`src/rtl/hdst_pkg.sv`:
```
// Shared types and constants for the five-point heat stencil unit.
// Used by every module in rtl/; depends on nothing else.
package hdst_pkg;

    // Field and register widths.
    localparam int DATA_W      = 32;
    localparam int FRAC_W      = 16;
    localparam int COEF_W      = 16;
    localparam int GRID_ROWS_W = 13;
    localparam int GRID_COLS_W = 9;
    localparam int CFG_W       = 16;
    localparam int CELL_ROW_W  = 12;
    localparam int CELL_COL_W  = 8;

    // Default grid limits and the smallest usable grid side.
    localparam int MAX_COLS_DEF = 256;
    localparam int MAX_ROWS_DEF = 4096;
    localparam int GRID_MIN     = 3;

    // Configuration reset values (coefficients are 0.1 in Q0.16).
    localparam logic [COEF_W-1:0]      COEF_X_RST    = 16'd6554;
    localparam logic [COEF_W-1:0]      COEF_Y_RST    = 16'd6554;
    localparam logic [GRID_ROWS_W-1:0] GRID_ROWS_RST = 13'd8;
    localparam logic [GRID_COLS_W-1:0] GRID_COLS_RST = 9'd12;

    // Arithmetic pipeline depth and result queue sizing.
    localparam int PIPE_STAGES = 3;
    localparam int FIFO_DEPTH  = 8;
    localparam int PTR_W       = $clog2(FIFO_DEPTH);
    localparam int CNT_W       = $clog2(FIFO_DEPTH + 1);
    localparam int INF_W       = $clog2(PIPE_STAGES + 2);

    // Configuration register indexes.
    typedef enum logic [1:0] {
        CFG_COEF_X    = 2'd0,
        CFG_COEF_Y    = 2'd1,
        CFG_GRID_ROWS = 2'd2,
        CFG_GRID_COLS = 2'd3
    } t_cfg_idx;

    // Which results a cell produces.
    typedef struct packed {
        logic int_cell;
        logic edge_cell;
    } t_emit;

endpackage

```
`src/rtl/hdst_result_fifo.sv`:
```
// Result queue: one entry per cell holding up to two results, drained one
// result per output request, interior cell first. Uses hdst_pkg.
module hdst_result_fifo #(
    parameter int MAX_COLS = hdst_pkg::MAX_COLS_DEF,
    parameter int MAX_ROWS = hdst_pkg::MAX_ROWS_DEF
) (
    input  logic                                 i_clk,
    input  logic                                 i_rst_n,
    input  logic                                 i_push,
    input  hdst_pkg::t_emit                      i_emit,
    input  logic signed [hdst_pkg::DATA_W-1:0]   i_int_val,
    input  logic signed [hdst_pkg::DATA_W-1:0]   i_temp,
    input  logic [$clog2(MAX_ROWS)-1:0]          i_row,
    input  logic [$clog2(MAX_COLS)-1:0]          i_col,
    output logic [hdst_pkg::CNT_W-1:0]           o_count,
    output logic                                 o_valid,
    input  logic                                 i_ready,
    output logic signed [hdst_pkg::DATA_W-1:0]   o_new_temperature,
    output logic [hdst_pkg::CELL_ROW_W-1:0]      o_cell_row,
    output logic [hdst_pkg::CELL_COL_W-1:0]      o_cell_col,
    output logic                                 o_last_of_run
);
    import hdst_pkg::*;

    localparam int ROW_W = $clog2(MAX_ROWS);
    localparam int COL_W = $clog2(MAX_COLS);

    typedef struct packed {
        t_emit                    emit;
        logic signed [DATA_W-1:0] int_val;
        logic signed [DATA_W-1:0] temp;
        logic [ROW_W-1:0]         row;
        logic [COL_W-1:0]         col;
    } t_entry;

    t_entry                        r_buf [FIFO_DEPTH];
    logic [PTR_W-1:0]              r_wr_ptr;
    logic [PTR_W-1:0]              r_rd_ptr;
    logic [CNT_W-1:0]              r_count;
    logic                          r_phase;
    t_entry                        w_head;
    logic                          w_show_int;
    logic                          w_take;
    logic                          w_pop;
    logic [ROW_W-1:0]              w_row_sel;
    logic [ROW_W+CELL_ROW_W-1:0]   w_row_ext;
    logic [COL_W+CELL_COL_W-1:0]   w_col_ext;

    assign w_head     = r_buf[r_rd_ptr];
    assign o_valid    = (r_count != '0);
    assign w_show_int = w_head.emit.int_cell && !r_phase;
    assign w_take     = o_valid && i_ready;
    // The entry leaves once its last result is taken.
    assign w_pop      = w_take && !(w_show_int && w_head.emit.edge_cell);

    // Entry storage.
    always_ff @(posedge i_clk) begin
        if (i_push) begin
            r_buf[r_wr_ptr] <= '{emit: i_emit, int_val: i_int_val, temp: i_temp,
                                 row: i_row, col: i_col};
        end
    end

    // Pointers, fill count and the result phase within the head entry.
    always_ff @(posedge i_clk) begin
        if (!i_rst_n) begin
            r_wr_ptr <= '0;
            r_rd_ptr <= '0;
            r_count  <= '0;
            r_phase  <= 1'b0;
        end else begin
            if (i_push) begin
                r_wr_ptr <= r_wr_ptr + PTR_W'(1);
            end
            if (w_pop) begin
                r_rd_ptr <= r_rd_ptr + PTR_W'(1);
            end
            if (i_push && !w_pop) begin
                r_count <= r_count + CNT_W'(1);
            end else if (w_pop && !i_push) begin
                r_count <= r_count - CNT_W'(1);
            end
            if (w_take) begin
                r_phase <= !w_pop;
            end
        end
    end

    // Present the interior result of the row above first, then the edge cell.
    assign w_row_sel = w_show_int ? (w_head.row - ROW_W'(1)) : w_head.row;
    assign w_row_ext = (ROW_W + CELL_ROW_W)'(w_row_sel);
    assign w_col_ext = (COL_W + CELL_COL_W)'(w_head.col);

    assign o_new_temperature = w_show_int ? w_head.int_val : w_head.temp;
    assign o_cell_row        = w_row_ext[CELL_ROW_W-1:0];
    assign o_cell_col        = w_col_ext[CELL_COL_W-1:0];
    assign o_last_of_run     = !(w_show_int && w_head.emit.edge_cell);
    assign o_count           = r_count;

endmodule

```
`config.mk`:
```
export PLATFORM = sky130hd
export DESIGN_NAME = hdst_result_fifo
export DESIGN_NICKNAME = d
export VERILOG_FILES = /design/src/rtl/hdst_pkg.sv /design/src/rtl/hdst_result_fifo.sv
export SDC_FILE = /design/constraint.sdc
export NUM_CORES = 1
export LEC_CHECK = 0
export BUFFER_PORTS_ARGS = -buffer_cell sky130_fd_sc_hd__buf_2
export CAP_MARGIN = 20
export CORE_UTILIZATION = 60
export DETAILED_ROUTE_END_ITERATION = 8
export HOLD_SLACK_MARGIN = 0.03
export PLACE_DENSITY_LB_ADDON = 0.05
export SYNTH_ARGS = -nofsm -noshare
export SYNTH_HDL_FRONTEND = slang
export SYNTH_SLANG_ARGS = --single-unit
```
`constraint.sdc`:
```
create_clock -name i_clk -period 12.3 [get_ports i_clk]
set_input_delay 0.615 -clock i_clk [delete_from_list [all_inputs] [get_ports i_clk]]
set_output_delay 0.615 -clock i_clk [all_outputs]
set_load 0.005 [all_outputs]
```
==> impl_metrics.yaml <==
setup_path:
  end_kind: "output port"
  cp_data_required_time_ns: 11.69
  arrival_ns: 4.31
  slowest_stage: "buf_4"
  critPathMaxStageDelay_ns: 0.86
  crit_chain: "buf_4 -> buf_4 -> mux4_2 -> mux4_2 -> buf_2"
  worstPathMaxFanout: 47
  worstSetupPathType: "flop to output port"
  cp-start-kind: "flop"
flow_run:
  maxCapViolCount: 0
route:
  vias: 11757
  detail_route.first_pass.iterations: 4
  routedWlPerCell_um: 26.4
  first_iter_violations: 866
  drt_wl_total_um: 50600
  drc_errors: 0
  drtAntennaViolNets: 0
  viasPerCell: 6.13
placement:
  gp_congestion: 0.734
  port_buffers: 147
  placed_cells: 1790
  dp_hpwl_um: 26800
synthesis:
  synth.distinct_cells: 42
  synth-seq-area-share: 0.782
  synth_area_per_cell_sq_um: 24.9
  async_reset_ff_frac: 0
  ys.flop_type: "edfxtp_1"
  ys_warn_count: 0
  netlist_area_sq_mm: 0.0268
  synthCells: 1075
  synth_fp_nets: 1172
  synth_edf_count: 688
  synth-seq-cells: 702
sta:
  finClkSkew_ns: 0.0133
  grt_setup_unrepaired: "no"
  setup_viol: 0
  maxSlewViolCount: 0
  worstMarginPinSlew_ns: 0.978
  finalHoldViolations: 0
  tns_ns: 0
  hold_ws_ns: 0.305
  fmax_ghz: 0.203
  period_minus_slack_ns: 4.92
  slew_headroom: 0.348
  finalCritPeriodShare: 0.400
global_routing:
  antenna_found_initial: 9
  track_usage: 0.233
  grt_max_degree: 63
  grt_pass1_wl_um: 76100
  grt_pass1_vias: 12346
  overflow: 0
floorplan:
  row_count: 77
  start_util: 0.607
  core_area_sq_mm: 0.0441
  die_x_um: 213
  io_pins: 148
  dieArea_sq_mm: 0.0455
  die_height_um: 213
clock_tree:
  cts_sinks: 702
  insertion_delay_ns: 0.57
  cts_setup_buffers: 0
  root_buffer: "clkbuf_16"
  htree_levels: 3
  clk_pin_slew_worst_paths_ns: 0.06
  clockBufferDepth: 3
  cts_buffers: 70
  cts_tree: "yes"
  cts_resized: 0
  hold_buffers: 0
finish:
  drive_gt1_frac: 0.367
  nets: 1368
  final_cells: 1919
  layout-area-overhead-vs-synth_pct: 13.3
power:
  power_density_mw_per_mm2: 184
  cellLeakagePower_nw: 9.56
  vdd_drop_max_uv: 132
run_status:
  outcome: "complete, no violations"
hold_path:
  hold_class: "primary input to flop"
  hp-start: "i_int_val[7]"
worst max-delay path, delay by kind of cell (launching register included):
family                 cells  cell delay (ns)
buffers and inverters      3             1.83
flip-flops                 1             0.72
multiplexers               2             1.13
sequential cells by signal, indices dropped and copies added (netlist names), named ones only:
| name | count |
|---|---|
| r_phase | 1 |
| r_rd_ptr | 3 |
| r_wr_ptr | 3 |
| o_count | 4 |
| r_buf | 688 |
stage by stage:
step	setup WS [ns]	instance area [sq um]	total power, mW	utilization
3_5_place_dp	7.54	28200	3.69	0.640
5_1_grt	6.92	30400	5.79	0.688
6_report	7.38	30400	5.57	0.688
4_1_cts	6.90	30300	5.63	0.687
2_1_floorplan	5.13	26800	3.41	-
3_3_place_gp	7.53	28200	3.68	0.640
cell usage in the layout, fill, tap and decap left out, drive strengths merged, types with 4 or more instances in the layout:
master / count
a21oi: 7
buf: 173
clkbuf: 94
clkinv: 26
dfxtp: 14
diode: 4
edfxtp: 688
ha: 6
inv: 5
mux2: 8
mux2i: 16
mux4: 204
nand2: 12
nand3: 5
nand4: 4
nor2: 15
xnor2: 10
xor2: 6
cell usage after synthesis, types with 2 or more instances:
cell type,count,area (sq um)
dfxtp_1,14,280
nand3_1,5,25.0
o21ai_0,3,15.0
nand2b_1,3,18.8
nor2_1,15,56.3
buf_2,17,85.1
mux2_2,8,90.1
nand2_1,12,45.0
mux4_1,9,236
and2_1,2,12.5
clkbuf_1,13,48.8
xnor2_1,10,87.6
inv_1,5,18.8
a21oi_1,7,35.0
nand4_1,3,18.8
mux4_2,195,4390
nor3_1,3,15.0
edfxtp_1,688,20700
xor2_1,6,52.6
mux2i_4,4,90.1
mux2i_1,11,110
ha_1,6,75.1
buf_6,7,78.8
buf_1,9,33.8
or3_1,3,18.8
where the power goes:
group / leakage [nW] / switching (mW) / internal [mW]
Clock: 1.01 / 0.830 / 1.13
Sequential: 6.37 / 0.0497 / 2.70
Combinational: 2.18 / 0.410 / 0.458
metal layers:
metal  global-route usage  wire length (um)
met1                0.336             21700
met2                0.364             24900
met3               0.0522              3100
met4               0.0653               820
met5                    0                88
area by class of cell:
cell class,count,area [sq um]
clock buffers,94,1910
clock inverters,30,184
fillers,2774,13800
repair buffers,173,951
inverters,5,18.8
diodes,4,10.0
well taps,592,741
multi-input cells,319,5610
flip-flops and latches,702,21000
kinds of logic after synthesis:
logic type / share of synthesized area
xor+xnor: 0.00523
compound gates: 0.00280
mux: 0.184
flops: 0.782
simple gates: 0.0115
fa+ha+maj: 0.00355
buf+inv: 0.0113
path summary, 6_finish.rpt:
path | endpoint | slack [ns] | cells after the start
worst max-delay path | o_new_temperature[0] | 7.38 | 5
worst min-delay path | r_buf[5][59]$_DFFE_PP_ | 0.30 | 1
worst max register to register | o_count[3]$_SDFFE_PN0P_ | 7.91 | 14
worst min register to register | flop | 0.47 | 2
Power figures use the tool's default switching activity.
