**src/rtl/hdst_pkg.sv**
```systemverilog
// Shared types and constants for the five-point heat stencil unit.
// Used by every module in rtl/; depends on nothing else.
package hdst_pkg;

    // Field and register widths.
    localparam int DATA_W      = 32;
    localparam int FRAC_W      = 16;
    localparam int COEF_W      = 16;
    localparam int GRID_ROWS_W = 13;
    localparam int GRID_COLS_W = 9;
    localparam int CFG_W       = 16;
    localparam int CELL_ROW_W  = 12;
    localparam int CELL_COL_W  = 8;

    // Default grid limits and the smallest usable grid side.
    localparam int MAX_COLS_DEF = 256;
    localparam int MAX_ROWS_DEF = 4096;
    localparam int GRID_MIN     = 3;

    // Configuration reset values (coefficients are 0.1 in Q0.16).
    localparam logic [COEF_W-1:0]      COEF_X_RST    = 16'd6554;
    localparam logic [COEF_W-1:0]      COEF_Y_RST    = 16'd6554;
    localparam logic [GRID_ROWS_W-1:0] GRID_ROWS_RST = 13'd8;
    localparam logic [GRID_COLS_W-1:0] GRID_COLS_RST = 9'd12;

    // Arithmetic pipeline depth and result queue sizing.
    localparam int PIPE_STAGES = 3;
    localparam int FIFO_DEPTH  = 8;
    localparam int PTR_W       = $clog2(FIFO_DEPTH);
    localparam int CNT_W       = $clog2(FIFO_DEPTH + 1);
    localparam int INF_W       = $clog2(PIPE_STAGES + 2);

    // Configuration register indexes.
    typedef enum logic [1:0] {
        CFG_COEF_X    = 2'd0,
        CFG_COEF_Y    = 2'd1,
        CFG_GRID_ROWS = 2'd2,
        CFG_GRID_COLS = 2'd3
    } t_cfg_idx;

    // Which results a cell produces.
    typedef struct packed {
        logic int_cell;
        logic edge_cell;
    } t_emit;

endpackage

```
**src/rtl/hdst_stencil_pipe.sv**
```systemverilog
// Three-stage arithmetic pipeline: differences, coefficient products,
// rounded sum, then saturation. Uses hdst_pkg.
module hdst_stencil_pipe #(
    parameter int MAX_COLS = hdst_pkg::MAX_COLS_DEF,
    parameter int MAX_ROWS = hdst_pkg::MAX_ROWS_DEF
) (
    input  logic                                i_clk,
    input  logic                                i_rst_n,
    input  logic                                i_valid,
    input  logic signed [hdst_pkg::DATA_W-1:0]  i_up,
    input  logic signed [hdst_pkg::DATA_W-1:0]  i_down,
    input  logic signed [hdst_pkg::DATA_W-1:0]  i_left,
    input  logic signed [hdst_pkg::DATA_W-1:0]  i_right,
    input  logic signed [hdst_pkg::DATA_W-1:0]  i_centre,
    input  logic [hdst_pkg::COEF_W-1:0]         i_coef_x,
    input  logic [hdst_pkg::COEF_W-1:0]         i_coef_y,
    input  logic [$clog2(MAX_ROWS)-1:0]         i_row,
    input  logic [$clog2(MAX_COLS)-1:0]         i_col,
    input  hdst_pkg::t_emit                     i_emit,
    output logic [hdst_pkg::PIPE_STAGES-1:0]    o_stage_v,
    output logic                                o_push,
    output hdst_pkg::t_emit                     o_emit,
    output logic signed [hdst_pkg::DATA_W-1:0]  o_int_val,
    output logic signed [hdst_pkg::DATA_W-1:0]  o_temp,
    output logic [$clog2(MAX_ROWS)-1:0]         o_row,
    output logic [$clog2(MAX_COLS)-1:0]         o_col
);
    import hdst_pkg::*;

    localparam int ROW_W  = $clog2(MAX_ROWS);
    localparam int COL_W  = $clog2(MAX_COLS);
    localparam int DIFF_W = DATA_W + 2;
    localparam int PROD_W = DIFF_W + COEF_W + 1;
    localparam int ACC_W  = PROD_W + 2;
    localparam int Q_W    = ACC_W - FRAC_W;

    // Stage 1 registers.
    logic                     r_p1_v;
    logic signed [DIFF_W-1:0] r_p1_dv;
    logic signed [DIFF_W-1:0] r_p1_dh;
    logic signed [DATA_W-1:0] r_p1_centre;
    logic signed [DATA_W-1:0] r_p1_temp;
    logic [ROW_W-1:0]         r_p1_row;
    logic [COL_W-1:0]         r_p1_col;
    t_emit                    r_p1_emit;

    // Stage 2 registers.
    logic                     r_p2_v;
    logic signed [PROD_W-1:0] r_p2_pv;
    logic signed [PROD_W-1:0] r_p2_ph;
    logic signed [DATA_W-1:0] r_p2_centre;
    logic signed [DATA_W-1:0] r_p2_temp;
    logic [ROW_W-1:0]         r_p2_row;
    logic [COL_W-1:0]         r_p2_col;
    t_emit                    r_p2_emit;

    // Stage 3 registers.
    logic                     r_p3_v;
    logic signed [ACC_W-1:0]  r_p3_acc;
    logic signed [DATA_W-1:0] r_p3_temp;
    logic [ROW_W-1:0]         r_p3_row;
    logic [COL_W-1:0]         r_p3_col;
    t_emit                    r_p3_emit;

    logic signed [DIFF_W-1:0]  w_dv;
    logic signed [DIFF_W-1:0]  w_dh;
    logic signed [COEF_W:0]    w_cx;
    logic signed [COEF_W:0]    w_cy;
    logic signed [ACC_W-1:0]   w_acc;
    logic signed [Q_W-1:0]     w_q;
    logic [Q_W-DATA_W:0]       w_hi;

    // Second differences, formed exactly.
    always_comb begin
        w_dv = DIFF_W'(i_up) + DIFF_W'(i_down) - (DIFF_W'(i_centre) <<< 1);
        w_dh = DIFF_W'(i_left) + DIFF_W'(i_right) - (DIFF_W'(i_centre) <<< 1);
    end

    // Coefficients are unsigned; give them a zero sign bit.
    assign w_cx = $signed({1'b0, i_coef_x});
    assign w_cy = $signed({1'b0, i_coef_y});

    // Weighted sum plus centre in Q21.32, with the rounding half added.
    always_comb begin
        w_acc = ACC_W'(r_p2_pv) + ACC_W'(r_p2_ph)
              + (ACC_W'(r_p2_centre) <<< FRAC_W)
              + (ACC_W'(1) <<< (FRAC_W - 1));
    end

    // Valid bits of the three stages.
    always_ff @(posedge i_clk) begin
        if (!i_rst_n) begin
            r_p1_v <= 1'b0;
            r_p2_v <= 1'b0;
            r_p3_v <= 1'b0;
        end else begin
            r_p1_v <= i_valid;
            r_p2_v <= r_p1_v;
            r_p3_v <= r_p2_v;
        end
    end

    // Payload of the three stages.
    always_ff @(posedge i_clk) begin
        r_p1_dv     <= w_dv;
        r_p1_dh     <= w_dh;
        r_p1_centre <= i_centre;
        r_p1_temp   <= i_down;
        r_p1_row    <= i_row;
        r_p1_col    <= i_col;
        r_p1_emit   <= i_emit;

        r_p2_pv     <= PROD_W'(r_p1_dv) * PROD_W'(w_cx);
        r_p2_ph     <= PROD_W'(r_p1_dh) * PROD_W'(w_cy);
        r_p2_centre <= r_p1_centre;
        r_p2_temp   <= r_p1_temp;
        r_p2_row    <= r_p1_row;
        r_p2_col    <= r_p1_col;
        r_p2_emit   <= r_p1_emit;

        r_p3_acc    <= w_acc;
        r_p3_temp   <= r_p2_temp;
        r_p3_row    <= r_p2_row;
        r_p3_col    <= r_p2_col;
        r_p3_emit   <= r_p2_emit;
    end

    // Drop the fraction (floor) and saturate to the 32-bit range.
    assign w_q  = r_p3_acc[ACC_W-1:FRAC_W];
    assign w_hi = w_q[Q_W-1:DATA_W-1];

    always_comb begin
        if ((&w_hi) || !(|w_hi)) begin
            o_int_val = w_q[DATA_W-1:0];
        end else if (w_hi[Q_W-DATA_W]) begin
            o_int_val = {1'b1, {(DATA_W-1){1'b0}}};
        end else begin
            o_int_val = {1'b0, {(DATA_W-1){1'b1}}};
        end
    end

    assign o_stage_v = {r_p3_v, r_p2_v, r_p1_v};
    assign o_push    = r_p3_v && (r_p3_emit.int_cell || r_p3_emit.edge_cell);
    assign o_emit    = r_p3_emit;
    assign o_temp    = r_p3_temp;
    assign o_row     = r_p3_row;
    assign o_col     = r_p3_col;

endmodule

```
**config.mk**
```make
export PLATFORM = sky130hd
export DESIGN_NAME = hdst_stencil_pipe
export DESIGN_NICKNAME = d
export VERILOG_FILES = /design/src/rtl/hdst_pkg.sv /design/src/rtl/hdst_stencil_pipe.sv
export SDC_FILE = /design/constraint.sdc
export NUM_CORES = 2
export LEC_CHECK = 0
export ABC_AREA = 1
export BUFFER_PORTS_ARGS = -buffer_cell sky130_fd_sc_hd__buf_2
export CAP_MARGIN = 10
export CORE_ASPECT_RATIO = 0.75
export CORE_MARGIN = 5
export CORE_UTILIZATION = 40
export CTS_BUF_LIST = sky130_fd_sc_hd__clkbuf_8
export DETAILED_ROUTE_END_ITERATION = 6
export PLACE_DENSITY = 0.64
export SLEW_MARGIN = 5
export SYNTH_ARGS = -nofsm -noshare
export SYNTH_HDL_FRONTEND = slang
export SYNTH_SLANG_ARGS = --single-unit
```
**constraint.sdc**
```tcl
create_clock -name i_clk -period 9 [get_ports i_clk]
set_input_delay 1.8 -clock i_clk [delete_from_list [all_inputs] [get_ports i_clk]]
set_output_delay 1.8 -clock i_clk [all_outputs]
set_load 0.02 [all_outputs]
```
==> flow_summary.toml <==
[global_route]
grt_use_total_pct = 25.4
antenna_found_initial = 9
grt_pass1_vias = 51900
grt_max_degree = 35
overflow = 0
grt_pass1_wl_microns = 316000

[cts]
htreeDepth = 3
cts_made_buffers = 80
cts_buffer_depth = 3
cts.sinks = 436
clk_pin_slew_worst_paths_ps = 70
cts_root_buffer = "clkbuf_8"
cts_setup_buffers = 0
post_cts_resize_count = 0
ctsHoldBuffers = 0
cts_tree = "built"
clk_latency_ps = 790

[worst_setup_path]
cp-end-kind = "flop"
cp.required_ps = 9660
cp_max_fo = 27
worst_setup_path_start_kind = "primary input"
cp.arrival_ps = 8190
path_cells = "buf_2 > nand2_1 > inv_1 > fa_1 > fa_1 > fa_1 > fa_1 > fa_1 > inv_1 > fa_1 > inv_1 > ha_1 > nand2_1 > inv_1 > nand2_1 > nor3_1 > nand2_1 > nor2_1 > nand2_1 > nand4_1 > nand2_1"
slowest_delay_ps = 830
critical-path-slowest-cell = "fa_1"
crit_type = "in2reg"

[synth]
synth_area_leaders = "fa_1, inv_1, dfxtp_1, nand2_1, ha_1"
ys_seq_elements = 436
synth_top_area_share_pct = 36.9
synthCells = 8125
yosysWarnings = 0
yosysUniqueCellTypes = 37
syn_area_per_cell_sq_um = 7.56
synth_fp_nets = 9848
synth.cell_area_sq_mm = 0.0615
synth_seq_area_share_pct = 14.2
synth_top_area_cell = "fa_1"

[run_status]
violations = "design-rule violations"
status = "complete, but fails checks"

[sta]
hold_viol = 0
relSlewSlack_pct = 23.7
period_share_pct = 83.7
rsz0062_at_grt = "false"
finalMaxSlewViolations = 0
setup_tns_ps = 0
skew_ps = 60.4
worst_pin_slew_ps = 1140
setup_viol = 0
fmax_mhz = 133
min_period_ps = 7530

[die]
coreArea_sq_mm = 0.153
fp.dieW_microns = 463
die_h_microns = 349
start_util_pct = 40.3
rows = 124
die_area_sq_mm = 0.162
io_pins = 307

[cells_and_area]
n_fill_cell = 15500
layout_common_cells = "inv_1, nand2_1, fa_1"
syn2layout_area_growth_pct = 8.28
multiInputGateArea_sq_mm = 0.0428
regArea_sq_mm = 0.00873
final_common_cell = "inv_1"
drive_gt1_share_pct = 6.24
fin_nets = 9989

[run]
maxCapViolCount = 0

[routing]
via_count = 50700
firstDrtPassIters = 7
final_antenna_net_count = 0
drt-initial-drc-count = 4427
viasPerCell = 4.90
drc = 8
drt-wirelength-per-cell_microns = 19.8
routed_wirelength_microns = 205000

[placement]
hpwl_microns = 176000
io_buffer_count = 306
gp_congestion = 0.999

[worst_hold_path]
holdCritPathClass = "reg2reg"
metrics by stage:
stage / instances / util (%) / setup slack, ps / cell area, sq um / hold WS, ps
6_report: 10300 / 43.6 / 1470 / 66500 / 287
5_1_grt: 10300 / 43.6 / 1250 / 66500 / 284
4_1_cts: 10300 / 43.6 / 1630 / 66500 / 293
3_5_place_dp: 10200 / 42.4 / 773 / 64700 / 312
3_3_place_gp: 10200 / 42.4 / 835 / 64700 / 310
2_1_floorplan: 8125 / - / 2070 / 61500 / 310
sequential cells by signal, indices dropped and copies added (netlist names):
register,cells
r_p2_ph,51
r_p2_pv,51
r_p3_acc,37
r_p1_dh,34
r_p1_dv,34
o_temp,32
r_p1_centre,32
r_p1_temp,32
r_p2_centre,32
r_p2_temp,32
o_row,12
r_p1_row,12
r_p2_row,12
o_col,8
r_p1_col,8
r_p2_col,8
o_emit,2
r_p1_emit,2
r_p2_emit,2
r_p1_v,1
r_p2_v,1
r_p3_v,1
layer usage:
layer,up-vias,share of wire [%],global-route usage [%]
li1,23400,-,-
met1,24700,46,38.3
met2,2343,40,36.3
met3,252,11,6.27
met4,2,2.8,6.52
met5,-,0.040,0.343
final cells by class:
class | count | share of cell area (%)
diodes | 4 | 0.0150
repair buffers | 334 | 2.62
multi-input cells | 5049 | 64.3
flip-flops and latches | 436 | 13.1
clock inverters | 50 | 0.871
clock buffers | 93 | 1.92
well taps | 2016 | 3.79
inverters | 2365 | 13.3
cells by family after synthesis:
family | count (synthesis) | share of synthesized area [%]
and+or+nand+nor | 2951 | 19.2
buffers and inverters | 2640 | 16.2
adders and majority gates | 1506 | 44.5
AOI/OAI and AO/OA | 463 | 4.08
DFF | 436 | 14.2
xor gates and xnor gates | 129 | 1.84
critical path, delay by kind of cell:
kind	cells	cell delay, ps
and+or+nand+nor	9	1620
adders and majority gates	7	3800
buffers and inverters	5	950
synthesized netlist by cell type (all sizes together):
cell type,instances
nand3b,14
o21a,9
xor2,104
nand2,2319
nor3,42
a21boi,7
o21bai,28
o211ai,1
ha,373
fa,1133
or2,3
and2,9
a21o,18
nor2,303
nand3,192
dfxtp,436
inv,2365
clkbuf,268
buf,7
nor4,8
a21oi,244
xnor2,25
o21ai,148
nand4,61
a31oi,8
worst paths after layout:
check	start	to	slack, ps	cells past startpoint
max	i_coef_y[2]	r_p2_ph[47]$_DFF_P_	1470	21
min	r_p1_centre[3]$_DFF_P_	r_p2_centre[3]$_DFF_P_	290	0
max reg2reg	r_p1_dh[33]$_DFF_P_	r_p2_ph[47]$_DFF_P_	2250	20
min reg2reg	r_p1_centre[3]$_DFF_P_	r_p2_centre[3]$_DFF_P_	290	0
Power is left out: the tool's default activity adds up to more than one toggle a clock period on the data nets, which glitch-free logic cannot reach.
